File: src/hdl/ring_window_unwrap_address_macros.svh
// Assertion macros for the ring window unwrap address block.
// Included by the modules that carry concurrent assertions.
`ifndef RING_WINDOW_UNWRAP_ADDRESS_MACROS_SVH
`define RING_WINDOW_UNWRAP_ADDRESS_MACROS_SVH

// same-cycle implication
`define RWUA_ASSERT_IMP(label, clk, rst, ante, cons, msg) \
  label: assert property (@(posedge clk) disable iff (rst) (ante) |-> (cons)) \
    else $error(msg);

// next-cycle implication
`define RWUA_ASSERT_NXT(label, clk, rst, ante, cons, msg) \
  label: assert property (@(posedge clk) disable iff (rst) (ante) |=> (cons)) \
    else $error(msg);

`endif

File: src/hdl/rwua_pkg.sv
`timescale 1ns / 1ps
// Shared types and constants for the ring window unwrap address block.
// No dependencies.
package rwua_pkg;

  localparam int NUM_STAGES = 9;
  localparam int FILL_W     = 32;
  localparam int SB_W       = 6;
  localparam int DIV_STAGES = 4;
  localparam int DIV_STEPS  = FILL_W / DIV_STAGES;

  typedef enum logic [2:0] {
    ST_OK        = 3'd0,
    ST_NO_TRIG   = 3'd1,
    ST_BAD_WIN   = 3'd2,
    ST_BUF_SMALL = 3'd3,
    ST_POST_MANY = 3'd4,
    ST_PRE_MANY  = 3'd5
  } status_t;

  typedef enum logic [2:0] {
    CFG_BUFFER_START = 3'd0,
    CFG_WINDOW_BYTES = 3'd1,
    CFG_SAMPLE_BYTES = 3'd2,
    CFG_POST_TRIGGER = 3'd3,
    CFG_WINDOW_COUNT = 3'd4
  } cfg_index_t;

  typedef struct packed {
    logic no_trig;
    logic bad_win;
    logic cap_small;
    logic post_big;
    logic pre_big;
  } err_flags_t;

  typedef struct packed {
    logic [NUM_STAGES-1:0] adv;
  } pipe_ctrl_t;

endpackage

File: src/hdl/rwua_in_if.sv
`timescale 1ns / 1ps
// Request channel: one read request per word.
// No dependencies.
interface rwua_in_if;
  logic        valid;
  logic        ready;
  logic [4:0]  window_number;
  logic [31:0] window_fill_bytes;
  logic        window_has_trigger;
  logic [31:0] last_sample_address;
  logic [31:0] pre_wanted;
  logic [31:0] post_wanted;
  logic [31:0] dest_capacity;

  modport source (
    output valid, window_number, window_fill_bytes, window_has_trigger,
           last_sample_address, pre_wanted, post_wanted, dest_capacity,
    input  ready
  );
  modport sink (
    input  valid, window_number, window_fill_bytes, window_has_trigger,
           last_sample_address, pre_wanted, post_wanted, dest_capacity,
    output ready
  );
endinterface

File: src/hdl/rwua_out_if.sv
`timescale 1ns / 1ps
// Result channel: status and up to two linear chunks per word.
// No dependencies.
interface rwua_out_if;
  logic        valid;
  logic        ready;
  logic [2:0]  status;
  logic        wrapped;
  logic [31:0] first_address;
  logic [31:0] first_length;
  logic [31:0] second_address;
  logic [31:0] second_length;

  modport source (
    output valid, status, wrapped, first_address, first_length,
           second_address, second_length,
    input  ready
  );
  modport sink (
    input  valid, status, wrapped, first_address, first_length,
           second_address, second_length,
    output ready
  );
endinterface

File: src/hdl/rwua_div.sv
`timescale 1ns / 1ps
// Pipelined restoring divider: fill bytes by sample width, DIV_STEPS bits per stage.
// Depends on rwua_pkg; stages advance on the shared pipeline enables.
module rwua_div import rwua_pkg::*; (
  input  logic              clk,
  input  pipe_ctrl_t        ctrl,
  input  logic [FILL_W-1:0] dividend,
  input  logic [SB_W-1:0]   divisor,
  output logic [FILL_W-1:0] quotient
);

  logic [FILL_W-1:0] num_q [DIV_STAGES];
  logic [SB_W-1:0]   rem_q [DIV_STAGES];

  for (genvar s = 0; s < DIV_STAGES; s++) begin : g_stage
    logic [FILL_W-1:0] num_in;
    logic [FILL_W-1:0] num_next;
    logic [SB_W-1:0]   rem_in;
    logic [SB_W-1:0]   rem_next;

    if (s == 0) begin : g_first
      assign num_in = dividend;
      assign rem_in = '0;
    end else begin : g_rest
      assign num_in = num_q[s-1];
      assign rem_in = rem_q[s-1];
    end

    always_comb begin
      logic [SB_W:0] trial;
      logic [SB_W:0] diff;
      num_next = num_in;
      rem_next = rem_in;
      trial    = '0;
      diff     = '0;
      for (int i = 0; i < DIV_STEPS; i++) begin
        trial    = {rem_next, num_next[FILL_W-1]};
        num_next = {num_next[FILL_W-2:0], 1'b0};
        if (trial >= {1'b0, divisor}) begin
          diff        = trial - {1'b0, divisor};
          rem_next    = diff[SB_W-1:0];
          num_next[0] = 1'b1;
        end else begin
          rem_next = trial[SB_W-1:0];
        end
      end
    end

    always_ff @(posedge clk) begin
      if (ctrl.adv[s]) begin
        num_q[s] <= num_next;
        rem_q[s] <= rem_next;
      end
    end
  end

  assign quotient = num_q[DIV_STAGES-1];

endmodule

File: src/hdl/rwua_addr_pipe.sv
`timescale 1ns / 1ps
// Check and address pipeline: request checks, trigger location with wrap, chunk split.
// Depends on rwua_pkg and the quotient from rwua_div (ready after its last stage).
module rwua_addr_pipe import rwua_pkg::*; #(
  parameter int ADDR_WIDTH  = 32,
  parameter int MAX_WINDOWS = 32
) (
  input  logic              clk,
  input  pipe_ctrl_t        ctrl,
  input  logic [4:0]        window_number,
  input  logic              window_has_trigger,
  input  logic [31:0]       last_sample_address,
  input  logic [31:0]       pre_wanted,
  input  logic [31:0]       post_wanted,
  input  logic [31:0]       dest_capacity,
  input  logic [31:0]       buffer_start,
  input  logic [31:0]       window_bytes,
  input  logic [SB_W-1:0]   sample_width,
  input  logic [31:0]       post_trigger_config,
  input  logic [SB_W-1:0]   window_count,
  input  logic [FILL_W-1:0] quotient,
  output status_t           status,
  output logic              wrapped,
  output logic [31:0]       first_address,
  output logic [31:0]       first_length,
  output logic [31:0]       second_address,
  output logic [31:0]       second_length
);

  localparam int AW = ADDR_WIDTH;
  localparam int XW = (ADDR_WIDTH > 32) ? ADDR_WIDTH : 32;
  localparam logic [SB_W-1:0] MAX_WIN = SB_W'(MAX_WINDOWS);

  logic [AW-1:0] wb_a;
  logic [AW-1:0] w_a;
  logic [AW-1:0] ptc_a;

  assign wb_a  = AW'(window_bytes);
  assign w_a   = AW'(sample_width);
  assign ptc_a = AW'(post_trigger_config);

  // stage 0
  logic [AW-1:0] sum0, off0, tsub0;
  err_flags_t    flags0;
  logic [31:0]   last0, pre0, post0, cap0;

  always_ff @(posedge clk) begin
    if (ctrl.adv[0]) begin
      sum0           <= AW'(pre_wanted) + AW'(post_wanted);
      off0           <= wb_a * AW'(window_number);
      tsub0          <= (ptc_a + AW'(1)) * w_a;
      flags0.no_trig <= !window_has_trigger;
      flags0.bad_win <= ({1'b0, window_number} >= window_count) ||
                        ({1'b0, window_number} >= MAX_WIN);
      flags0.cap_small <= 1'b0;
      flags0.post_big  <= post_wanted > post_trigger_config;
      flags0.pre_big   <= 1'b0;
      last0          <= last_sample_address;
      pre0           <= pre_wanted;
      post0          <= post_wanted;
      cap0           <= dest_capacity;
    end
  end

  // stage 1
  logic [AW-1:0] bytes1, wstart1, tsub1;
  err_flags_t    flags1;
  logic [31:0]   last1, pre1, post1, cap1;

  always_ff @(posedge clk) begin
    if (ctrl.adv[1]) begin
      bytes1  <= sum0 * w_a;
      wstart1 <= AW'(buffer_start) + off0;
      tsub1   <= tsub0;
      flags1  <= flags0;
      last1   <= last0;
      pre1    <= pre0;
      post1   <= post0;
      cap1    <= cap0;
    end
  end

  // stage 2
  logic [AW-1:0] wlast2, wstart2, bytes2, tb2, pw2;
  err_flags_t    flags2;
  logic [31:0]   pre2;

  always_ff @(posedge clk) begin
    if (ctrl.adv[2]) begin
      wlast2           <= wstart1 + wb_a - AW'(1);
      wstart2          <= wstart1;
      bytes2           <= bytes1;
      tb2              <= AW'(last1) - tsub1;
      pw2              <= AW'(post1) * w_a;
      flags2.no_trig   <= flags1.no_trig;
      flags2.bad_win   <= flags1.bad_win;
      flags2.cap_small <= XW'(cap1) < XW'(bytes1);
      flags2.post_big  <= flags1.post_big;
      flags2.pre_big   <= flags1.pre_big;
      pre2             <= pre1;
    end
  end

  // stage 3
  logic [AW-1:0] tb3, pwm3, wlast3, wstart3, bytes3;
  err_flags_t    flags3;
  logic [31:0]   pre3;

  always_ff @(posedge clk) begin
    if (ctrl.adv[3]) begin
      tb3     <= (tb2 < wstart2) ? tb2 + wb_a : tb2;
      pwm3    <= pw2 + w_a - AW'(1);
      wlast3  <= wlast2;
      wstart3 <= wstart2;
      bytes3  <= bytes2;
      flags3  <= flags2;
      pre3    <= pre2;
    end
  end

  // stage 4
  logic [AW-1:0] lb4, avail4, wlast4, wstart4, bytes4;
  err_flags_t    flags4;
  logic [31:0]   pre4;

  always_ff @(posedge clk) begin
    if (ctrl.adv[4]) begin
      lb4     <= tb3 + pwm3;
      avail4  <= AW'(quotient) - ptc_a;
      wlast4  <= wlast3;
      wstart4 <= wstart3;
      bytes4  <= bytes3;
      flags4  <= flags3;
      pre4    <= pre3;
    end
  end

  // stage 5
  logic [AW-1:0] lb5, wlast5, wstart5, bytes5;
  err_flags_t    flags5;

  always_ff @(posedge clk) begin
    if (ctrl.adv[5]) begin
      lb5              <= (lb4 > wlast4) ? lb4 - wb_a : lb4;
      wlast5           <= wlast4;
      wstart5          <= wstart4;
      bytes5           <= bytes4;
      flags5.no_trig   <= flags4.no_trig;
      flags5.bad_win   <= flags4.bad_win;
      flags5.cap_small <= flags4.cap_small;
      flags5.post_big  <= flags4.post_big;
      flags5.pre_big   <= XW'(pre4) > XW'(avail4);
    end
  end

  // stage 6
  logic [AW-1:0] first_lin6, sec_len6, wlast6, wstart6, bytes6;
  err_flags_t    flags6;

  always_ff @(posedge clk) begin
    if (ctrl.adv[6]) begin
      first_lin6 <= lb5 - bytes5 + AW'(1);
      sec_len6   <= lb5 - wstart5 + AW'(1);
      wlast6     <= wlast5;
      wstart6    <= wstart5;
      bytes6     <= bytes5;
      flags6     <= flags5;
    end
  end

  // stage 7
  status_t       status6;
  logic          wrapped7;
  logic [AW-1:0] first_len7, first_lin7, sec_len7, wlast7, wstart7, bytes7;
  status_t       status7;

  always_comb begin
    if (flags6.no_trig) begin
      status6 = ST_NO_TRIG;
    end else if (flags6.bad_win) begin
      status6 = ST_BAD_WIN;
    end else if (flags6.cap_small) begin
      status6 = ST_BUF_SMALL;
    end else if (flags6.post_big) begin
      status6 = ST_POST_MANY;
    end else if (flags6.pre_big) begin
      status6 = ST_PRE_MANY;
    end else begin
      status6 = ST_OK;
    end
  end

  always_ff @(posedge clk) begin
    if (ctrl.adv[7]) begin
      wrapped7   <= first_lin6 < wstart6;
      first_len7 <= bytes6 - sec_len6;
      first_lin7 <= first_lin6;
      sec_len7   <= sec_len6;
      wlast7     <= wlast6;
      wstart7    <= wstart6;
      bytes7     <= bytes6;
      status7    <= status6;
    end
  end

  // stage 8: result register
  logic          wrapped_next;
  logic [AW-1:0] fa_next, fl_next, sa_next, sl_next;

  always_comb begin
    wrapped_next = 1'b0;
    fa_next      = '0;
    fl_next      = '0;
    sa_next      = '0;
    sl_next      = '0;
    if (status7 == ST_OK) begin
      if (wrapped7) begin
        wrapped_next = 1'b1;
        fa_next      = wlast7 - first_len7 + AW'(1);
        fl_next      = first_len7;
        sa_next      = wstart7;
        sl_next      = sec_len7;
      end else begin
        fa_next = first_lin7;
        fl_next = bytes7;
      end
    end
  end

  always_ff @(posedge clk) begin
    if (ctrl.adv[8]) begin
      status         <= status7;
      wrapped        <= wrapped_next;
      first_address  <= 32'(fa_next);
      first_length   <= 32'(fl_next);
      second_address <= 32'(sa_next);
      second_length  <= 32'(sl_next);
    end
  end

endmodule

File: src/hdl/ring_window_unwrap_address.sv
`timescale 1ns / 1ps
// Top level of the ring window unwrap address block: configuration registers,
// pipeline valid/enable control, divider and address pipeline.
// Depends on rwua_pkg, rwua_in_if, rwua_out_if, rwua_div, rwua_addr_pipe.
//
//   port   | role    | word
//   -------+---------+-----------------------------------------------
//   req    | sink    | window read request (number, fill, pointers)
//   rsp    | source  | status, wrap flag, two chunks (address, length)
//   cfg_*  | write   | index 0..4, data 32 bits, taken every enabled edge
//
// One word accepted per cycle unless a stall on rsp has backed up to req; nine
// register stages (0-8) lie between a word taken on req and its result on rsp.
// The divider fills stages 0-3 (8 quotient bits each) beside the first address
// stages; the available-sample check and the chunk split take stages 4-8.
// Each stage advances when it is empty or the stage after it advances, so
// bubbles close up and a stall on rsp backs up without loss or repeat.
// Reset clears valid bits and restores the register defaults at once.
`include "ring_window_unwrap_address_macros.svh"
module ring_window_unwrap_address import rwua_pkg::*; #(
  parameter int ADDR_WIDTH  = 32,
  parameter int MAX_WINDOWS = 32
) (
  input  logic        clk,
  input  logic        rst,
  input  logic        cfg_write,
  input  logic [2:0]  cfg_index,
  input  logic [31:0] cfg_data,
  rwua_in_if.sink     req,
  rwua_out_if.source  rsp
);

  logic [31:0]     buffer_start;
  logic [31:0]     window_bytes;
  logic [SB_W-1:0] sample_bytes;
  logic [31:0]     post_trigger_config;
  logic [SB_W-1:0] window_count;
  logic [SB_W-1:0] sample_width;

  always_ff @(posedge clk) begin
    if (rst) begin
      buffer_start        <= '0;
      window_bytes        <= '0;
      sample_bytes        <= SB_W'(1);
      post_trigger_config <= '0;
      window_count        <= SB_W'(1);
    end else if (cfg_write) begin
      case (cfg_index)
        CFG_BUFFER_START: buffer_start        <= cfg_data;
        CFG_WINDOW_BYTES: window_bytes        <= cfg_data;
        CFG_SAMPLE_BYTES: sample_bytes        <= cfg_data[SB_W-1:0];
        CFG_POST_TRIGGER: post_trigger_config <= cfg_data;
        CFG_WINDOW_COUNT: window_count        <= cfg_data[SB_W-1:0];
        default: ;
      endcase
    end
  end

  assign sample_width = (sample_bytes == '0) ? SB_W'(1) : sample_bytes;

  logic [NUM_STAGES-1:0] vld;
  logic [NUM_STAGES-1:0] vld_next;
  logic [NUM_STAGES-1:0] adv;
  pipe_ctrl_t            ctrl;

  always_comb begin
    adv[NUM_STAGES-1] = !vld[NUM_STAGES-1] || rsp.ready;
    for (int k = NUM_STAGES - 2; k >= 0; k--) begin
      adv[k] = !vld[k] || adv[k+1];
    end
  end

  always_comb begin
    vld_next = vld;
    if (adv[0]) begin
      vld_next[0] = req.valid;
    end
    for (int k = 1; k < NUM_STAGES; k++) begin
      if (adv[k]) begin
        vld_next[k] = vld[k-1];
      end
    end
  end

  always_ff @(posedge clk) begin
    if (rst) begin
      vld <= '0;
    end else begin
      vld <= vld_next;
    end
  end

  assign ctrl.adv  = adv;
  assign req.ready = adv[0];
  assign rsp.valid = vld[NUM_STAGES-1];

  logic [FILL_W-1:0] quotient;
  status_t           status;
  logic              chunks_zero;

  rwua_div u_div (
    .clk      (clk),
    .ctrl     (ctrl),
    .dividend (req.window_fill_bytes),
    .divisor  (sample_width),
    .quotient (quotient)
  );

  rwua_addr_pipe #(
    .ADDR_WIDTH  (ADDR_WIDTH),
    .MAX_WINDOWS (MAX_WINDOWS)
  ) u_addr (
    .clk                 (clk),
    .ctrl                (ctrl),
    .window_number       (req.window_number),
    .window_has_trigger  (req.window_has_trigger),
    .last_sample_address (req.last_sample_address),
    .pre_wanted          (req.pre_wanted),
    .post_wanted         (req.post_wanted),
    .dest_capacity       (req.dest_capacity),
    .buffer_start        (buffer_start),
    .window_bytes        (window_bytes),
    .sample_width        (sample_width),
    .post_trigger_config (post_trigger_config),
    .window_count        (window_count),
    .quotient            (quotient),
    .status              (status),
    .wrapped             (rsp.wrapped),
    .first_address       (rsp.first_address),
    .first_length        (rsp.first_length),
    .second_address      (rsp.second_address),
    .second_length       (rsp.second_length)
  );

  assign rsp.status = status;

  assign chunks_zero = !rsp.wrapped && (rsp.first_address == '0) &&
                       (rsp.first_length == '0) && (rsp.second_address == '0) &&
                       (rsp.second_length == '0);

  `RWUA_ASSERT_IMP(a_err_zero, clk, rst, rsp.valid && (status != ST_OK), chunks_zero, "error chunks")
  `RWUA_ASSERT_IMP(a_ready_chain, clk, rst, !rsp.valid || rsp.ready, req.ready, "req stalled")
  `RWUA_ASSERT_NXT(a_enter_stage, clk, rst, req.valid && req.ready, vld[0], "word lost")

endmodule

File: src/flat_wrapper.sv
// flat-port wrapper written by rule: the top's interface ports become plain ports
module ring_window_unwrap_address_flat import rwua_pkg::*;
#(
  parameter int ADDR_WIDTH  = 32,
  parameter int MAX_WINDOWS = 32
)
  (clk, rst, cfg_write, cfg_index, cfg_data, req_valid, req_window_number, req_window_fill_bytes, req_window_has_trigger, req_last_sample_address, req_pre_wanted, req_post_wanted, req_dest_capacity, req_ready, rsp_valid, rsp_status, rsp_wrapped, rsp_first_address, rsp_first_length, rsp_second_address, rsp_second_length, rsp_ready);
  rwua_in_if req_i ();
  rwua_out_if rsp_i ();
  input  logic clk;
  input  logic rst;
  input  logic cfg_write;
  input  logic [2:0] cfg_index;
  input  logic [31:0] cfg_data;
  input wire logic [$bits(req_i.valid)-1:0] req_valid;
  input wire logic [$bits(req_i.window_number)-1:0] req_window_number;
  input wire logic [$bits(req_i.window_fill_bytes)-1:0] req_window_fill_bytes;
  input wire logic [$bits(req_i.window_has_trigger)-1:0] req_window_has_trigger;
  input wire logic [$bits(req_i.last_sample_address)-1:0] req_last_sample_address;
  input wire logic [$bits(req_i.pre_wanted)-1:0] req_pre_wanted;
  input wire logic [$bits(req_i.post_wanted)-1:0] req_post_wanted;
  input wire logic [$bits(req_i.dest_capacity)-1:0] req_dest_capacity;
  output wire logic [$bits(req_i.ready)-1:0] req_ready;
  output wire logic [$bits(rsp_i.valid)-1:0] rsp_valid;
  output wire logic [$bits(rsp_i.status)-1:0] rsp_status;
  output wire logic [$bits(rsp_i.wrapped)-1:0] rsp_wrapped;
  output wire logic [$bits(rsp_i.first_address)-1:0] rsp_first_address;
  output wire logic [$bits(rsp_i.first_length)-1:0] rsp_first_length;
  output wire logic [$bits(rsp_i.second_address)-1:0] rsp_second_address;
  output wire logic [$bits(rsp_i.second_length)-1:0] rsp_second_length;
  input wire logic [$bits(rsp_i.ready)-1:0] rsp_ready;
  assign req_i.valid = req_valid;
  assign req_i.window_number = req_window_number;
  assign req_i.window_fill_bytes = req_window_fill_bytes;
  assign req_i.window_has_trigger = req_window_has_trigger;
  assign req_i.last_sample_address = req_last_sample_address;
  assign req_i.pre_wanted = req_pre_wanted;
  assign req_i.post_wanted = req_post_wanted;
  assign req_i.dest_capacity = req_dest_capacity;
  assign req_ready = req_i.ready;
  assign rsp_valid = rsp_i.valid;
  assign rsp_status = rsp_i.status;
  assign rsp_wrapped = rsp_i.wrapped;
  assign rsp_first_address = rsp_i.first_address;
  assign rsp_first_length = rsp_i.first_length;
  assign rsp_second_address = rsp_i.second_address;
  assign rsp_second_length = rsp_i.second_length;
  assign rsp_i.ready = rsp_ready;
  ring_window_unwrap_address #(.ADDR_WIDTH(ADDR_WIDTH), .MAX_WINDOWS(MAX_WINDOWS)) u_core (.clk(clk), .rst(rst), .cfg_write(cfg_write), .cfg_index(cfg_index), .cfg_data(cfg_data), .req(req_i), .rsp(rsp_i));
endmodule
File: config.mk
export PLATFORM = sky130hd
export DESIGN_NAME = ring_window_unwrap_address_flat
export DESIGN_NICKNAME = d
export VERILOG_FILES = /design/src/hdl/rwua_pkg.sv /design/src/hdl/rwua_in_if.sv /design/src/hdl/rwua_out_if.sv /design/src/hdl/rwua_div.sv /design/src/hdl/rwua_addr_pipe.sv /design/src/hdl/ring_window_unwrap_address.sv /design/src/flat_wrapper.sv
export VERILOG_INCLUDE_DIRS = /design/src /design/src/hdl
export SDC_FILE = /design/constraint.sdc
export NUM_CORES = 2
export LEC_CHECK = 0
export BUFFER_PORTS_ARGS = -buffer_cell sky130_fd_sc_hd__buf_2
export CAP_MARGIN = 40
export CORE_ASPECT_RATIO = 1.5
export CORE_MARGIN = 2
export CORE_UTILIZATION = 25
export CTS_BUF_LIST = sky130_fd_sc_hd__clkbuf_4
export DETAILED_ROUTE_END_ITERATION = 10
export GPL_TIMING_DRIVEN = 1
export MAX_ROUTING_LAYER = met4
export PLACE_DENSITY_LB_ADDON = 0.25
export SLEW_MARGIN = 40
export SYNTH_ARGS = -nofsm -noshare
export SYNTH_HDL_FRONTEND = slang
export SYNTH_SLANG_ARGS = --single-unit
File: constraint.sdc
create_clock -name clk -period 17.8 [get_ports clk]
set_clock_uncertainty 0.15 [all_clocks]
set_input_delay 1.78 -clock clk [delete_from_list [all_inputs] [get_ports clk]]
set_output_delay 1.78 -clock clk [all_outputs]
set_load 0.005 [all_outputs]
[Word level (Yosys, flattened, before mapping)]
Memories as Yosys holds them, arrays and structs flattened.
Cells that the tools add are included.
Cells by class
  equal/unequal tests: 4
  shift-type cells: 0
  bitwise logic cells: 0
  multiply operators: 4
  magnitude comparators: 39
  add/sub/neg operators: 51
  multiplexer cells: 82
  divide/modulo/power cells: 0
  reduce and logical (&&, ||, !) cells: 29
Operators with widths (number)
  $sub A32 B32 Y32: 7
  $ge A7 B6 Y1: 31
  $mux W6: 33
  $sub A6 B6 Y6: 31
  $add A32 B32 Y32: 5
  $add A32 B1 Y32 const B: 4
  $mux W32: 4
  $gt A32 B32 Y1: 3
  $lt A32 B32 Y1: 3
  $mul A32 B6 Y32: 3
  $sub A32 B1 Y32 const B: 2
  $mux W1: 41
  $add A32 B6 Y32: 1
  $mul A32 B5 Y32: 1
  $reduce_and A2 Y1: 6
  $logic_not A1 Y1: 10
  $logic_or A1 B1 Y1: 9
  $eq A3 B2 Y1 const B: 2
  $ge A1 B6 Y1: 1
  $ge A5 B6 Y1: 1
  $logic_not A3 Y1: 2
  $logic_not A6 Y1: 1
  $mux W3: 2
  $sub A1 B6 Y6: 1
  4 further kinds: 5
Storage, ports and cells
  register bits after elaboration: 1785
  memories kept: 2
  latch bits: 0
  ROM bits: 0
  bits in writable memories: 152
  output and inout port bits: 134
Memory list
  u_core.u_div.num_q: depth 4, width 32, rd ports 4, clocked after memory_dff 0, write ports 4, RTL line rwua_div.sv:12  | logic [FILL_W-1:0] num_q [DIV_STAGES];
  u_core.u_div.rem_q: depth 4, width 6, rd ports 3, clocked after memory_dff 0, write ports 4, RTL line rwua_div.sv:13  | logic [SB_W-1:0] rem_q [DIV_STAGES];

[Depth between registers and ports, before layout]
  depth in word-level cells: 18
  depth in mapped cells: 89
  depth with buffers taken out: 82

[Hierarchy]
From an unflattened synthesis, not the netlist that was laid out.
Unflattened totals
  cell total of the unflattened synthesis: 10060
  area total of the unflattened synthesis: 116086.3 µm²
By module, submodules not included
  rwua_addr_pipe: times used 1, cells an instance 8081, area an instance 97329.6 µm², seq. area each 50088.0 µm²
  rwua_div: times used 1, cells an instance 1464, area an instance 14580.2 µm², seq. area each 4384.2 µm²
  ring_window_unwrap_address: times used 1, cells an instance 515, area an instance 4176.5 µm², seq. area each 2342.2 µm²

[Worst setup path after synthesis]
No wires, ideal clock.
  kind: input to register
  start: in rsp_ready
  end: reg u_core.u_addr.cap0[0], enable pin
  path slack: -1.048 ns
  data required time: 14.947 ns
  arrival time: 15.995 ns
  cell stages on the path: 6
  setup time: 2.703 ns
  cells stage by stage: nor2b_1 and2_1 and3_1 nand3_1 nor2_1 nand3_1
Between the ends
  cells in the longest elaborated chain, start to end: 9
RTL lines
  start, declared: RTL line flat_wrapper.sv:31  | input wire logic [$bits(rsp_i.ready)-1:0] rsp_ready;
  $logic_or A1 B1 Y1: RTL line ring_window_unwrap_address.sv:67  | adv[NUM_STAGES-1] = !vld[NUM_STAGES-1] || rsp.ready;
  $logic_or A1 B1 Y1 (5 in a row): RTL line ring_window_unwrap_address.sv:69  | adv[k] = !vld[k] || adv[k+1];
  via u_core.adv[3]: RTL line ring_window_unwrap_address.sv:63  | logic [NUM_STAGES-1:0] adv;
  $logic_or A1 B1 Y1 (3 in a row): RTL line ring_window_unwrap_address.sv:69
  via req_ready: RTL line flat_wrapper.sv:23  | output wire logic [$bits(req_i.ready)-1:0] req_ready;
  end signal, assigned: RTL line rwua_addr_pipe.sv:61  | cap0 <= dest_capacity;
  end, declared: RTL line rwua_addr_pipe.sv:45  | logic [31:0] last0, pre0, post0, cap0;
The timed path passes the listed nets, and every way through them passes these cells.
A chain may end at the register's enable or synchronous reset.

==> qor.txt <==
Clock-pin transition on the worst setup and hold timing paths = 70 ps
Worst reg2reg path endpoint = u_core.u_div.rem_q[1][4]
Clock sink count = 1,931
Initial core utilization = 25.1%
Synth unique cells = 108
Inserted Clock Buffers = 536
Crit path DAT = 17,900 ps
Largest register FFs = 128
Sequential share of the synthesized area = 49.9%
Router iterations before antenna repair = 5
Final Max Slew Viols = 0
Ranking of synthesized cells by area = edfxtp_1 48%, ha_1 12%, fa_1 8.0%, inv_1 3.8%, nand2_1 3.6%
Critical path origin = u_core.sample_bytes[5]
Placed cells = 16.0k
Mapped Area = 114,000 um^2
GPL Wtd Cong = 0.848
Antenna Violating Nets Remaining = 0
Post-Route WL = 330 mm
Layout area overhead = 15.1%
Most heavily used metal layer in global routing = met2
Post-route DRC = 0
Antenna violations before repair = 60
Post-Syn Instances = 9,749
Clock Latency Late Sink = 1620 ps
Post-synth EDFFs = 1,814
Routing usage on met3 = 2.12%
Port Buffers = 339
Tcrit/Tclk final = 93.9%
CORE AREA = 453,000 um^2
Die height = 830 um
CTS max path bufs = 4
Die Span X = 555 um
Routing usage on met2 = 27.2%
Avg Inst Size Synth = 11.7 um^2
End of the critical path = u_core.u_div.rem_q[1][4]
Vias = 74.3k
Post-synth top area cell = edfxtp_1
Biggest register = u_core.u_div.num_q
CTS tree = yes
Crit path kind = flip-flop to flip-flop
Met1 Use GR = 15.3%
Vias in the first global route = 79.6k
Min cycle time layout = 16,720 ps
H-tree Lvls = 6
Final hold violation count = 0
Grt ovf = 0
Crit Path Max Fanout = 9
Setup-failing EPs final = 0
Yosys top cell area share = 47.9%
Critical Path Max Stage Delay = 420 ps
Syn nets = 11.5k
Yosys warns = 0
Max-Cap Viols = 0
Routed WL per cell = 19.4 um
Cell mode on critical path = ha_1
HP Class = input port to flip-flop
Async S/R FF share, synth = 0%
Run status = completed
Critical Path RT = 18,970 ps
Top_reg_cell synth = edfxtp_1
Synth Register Bits = 1,931
Die Footprint = 461,000 um^2
CP max stage cell = fa_1
Root Buffer = clkbuf_4
Max Clk Rate = 59.8 MHz
# nets final = 12.3k
Max-Slew Margin vs Limit = 36.0%
R2r worst-path depth = 78
R2r setup slk = 1080 ps
# IOs = 340
Initial DRC count = 3,107
Startpoint types = flip-flop
Fillcell total = 47.1k
Share of cells above drive strength 1 = 14.0%
Global-route total usage across every layer = 14.6%
Worst r2r src = u_core.sample_bytes[5]
Vias per cell = 4.38
First-pass GRT wire length = 489 mm
Largest net degree at the start of global routing = 114
Rows = 303
Least-Margin Pin Slew = 952 ps
Final HPWL DP = 262 mm
Final cell count without fillers = 17.0k
CP endpoint kind = flip-flop
per-stage QoR:
| stage | setup TNS, ps | setup slack, ps | utilization [%] | hold WS [ps] | area, um^2 |
|---|---|---|---|---|---|
| after floorplan | 0 | 73.5 | - | 250 | 114000 |
| after global routing | -67.5 | -23.3 | 28.9 | 88.6 | 131000 |
| after global placement | -563 | -162 | 27.2 | 250 | 123000 |
| final | 0 | 1080 | 28.9 | 211 | 131000 |
| after CTS | 0 | 173 | 28.8 | 0.200 | 131000 |
| after detailed placement | -411 | -145 | 27.2 | 255 | 123000 |
kinds of logic (layout without fill, tap and decap cells):
kind of cell,Yosys count,after routing,share of synthesized area [%]
simple gates,2481,2481,10.0
flops,1931,1931,49.9
compound gates,1691,1691,9.52
fa+ha+maj,1500,1500,19.5
buf+inv,1340,2590,4.46
xor+xnor,603,603,4.64
mux,203,203,1.93
other cells,0,41,0
worst min-delay path by stage:
stage,startpoint,endpoint,depth (start not counted)
2_1_floorplan,u_core.u_addr.bytes2[0],u_core.u_addr.bytes3[0],0
4_1_cts,req_window_fill_bytes[21],u_core.u_div.num_q[0][29],1
6_report,req_window_fill_bytes[21],u_core.u_div.num_q[0][29],1
3_3_place_gp,u_core.u_addr.wlast3[13],u_core.u_addr.wlast4[13],0
5_1_grt,req_window_fill_bytes[18],u_core.u_div.num_q[0][26],1
3_5_place_dp,u_core.u_addr.bytes3[24],u_core.u_addr.bytes4[24],0
worst max-delay path, delay by kind of cell (launching register included):
kind                       cells  cell delay, ps
and+or+nand+nor               19            3100
adders and majority gates      9            2940
DFF                            1             350
muxes                          4            1220
AOI/OAI and AO/OA             35            7070
buffers and inverters         10            1300
xor gates and xnor gates       1             230
layer usage:
layer / share of wire [%] / routed length (um) / up-vias
met5: 0 / 0 / -
met4: 3.7 / 12300 / 0
met3: 3.7 / 12100 / 629
met2: 54 / 178000 / 1390
met1: 39 / 128000 / 35900
li1: - / - / 36400
cell usage in the layout, fill, tap and decap left out, types with 99 or more instances in the layout:
cell type     n
a21oi_1     600
nor2b_1     130
fa_1        453
nand3_1     108
xor2_1      151
a21o_1      218
edfxtp_1   1814
nand2_1    1097
nor3_1      100
and3_1      120
o21ai_0     294
buf_4       111
dfxtp_1     112
nand2b_1    118
ha_1       1047
nor2_1      490
xnor2_1     450
buf_2       338
o21a_1      118
clkbuf_4    742
inv_1      1156
clkinv_1     99
cell type report:
class	count	area, um^2	area share [%]
tap	5947	7440	5.68
clock buffer	742	5570	4.25
clock inverter	191	1410	1.08
timing repair buffer	483	2920	2.23
antenna	41	103	0.0784
sequential	1931	56800	43.4
inverter	1174	4440	3.39
multi-input combinational	6478	52200	39.9
synthesized netlist by cell type, types with 10 or more instances:
| library cell | instances |
|---|---|
| nor2_1 | 496 |
| ha_1 | 1047 |
| o21ai_1 | 10 |
| and3_1 | 120 |
| a41oi_1 | 14 |
| o21ai_0 | 295 |
| nor3_1 | 102 |
| o21bai_1 | 57 |
| nand2_1 | 1102 |
| inv_2 | 11 |
| a211oi_1 | 36 |
| a31oi_1 | 40 |
| mux2_2 | 93 |
| and2_1 | 90 |
| o211ai_1 | 27 |
| a211o_1 | 20 |
| fa_1 | 453 |
| o21a_1 | 118 |
| nor3b_1 | 15 |
| o2111ai_1 | 11 |
| nand4_1 | 58 |
| mux2i_1 | 101 |
| inv_1 | 1163 |
| a41o_1 | 12 |
| o31a_1 | 26 |
| dfxtp_1 | 117 |
| a21o_1 | 218 |
| a31o_2 | 17 |
| nor2b_1 | 130 |
| or3_1 | 52 |
| o31ai_1 | 26 |
| nand2b_1 | 118 |
| xor2_1 | 151 |
| clkbuf_1 | 145 |
| and4_1 | 16 |
| edfxtp_1 | 1814 |
| a21boi_0 | 35 |
| or2_2 | 17 |
| xnor2_1 | 452 |
| nor4_1 | 18 |
| a21oi_1 | 605 |
| nand3_1 | 110 |
| o22ai_1 | 17 |
timing repair:
action | 4_1_cts | 5_1_grt
buffers inserted | 0 | 6
hold buffers | 21 | 0
hold endpoints to repair | 21 | 0
gates resized for setup | 0 | 37
endpoints found under the setup margin | 0 | 22
Power is left out: the tool's default activity adds up to more than one toggle a clock period on the data nets, which glitch-free logic cannot reach.
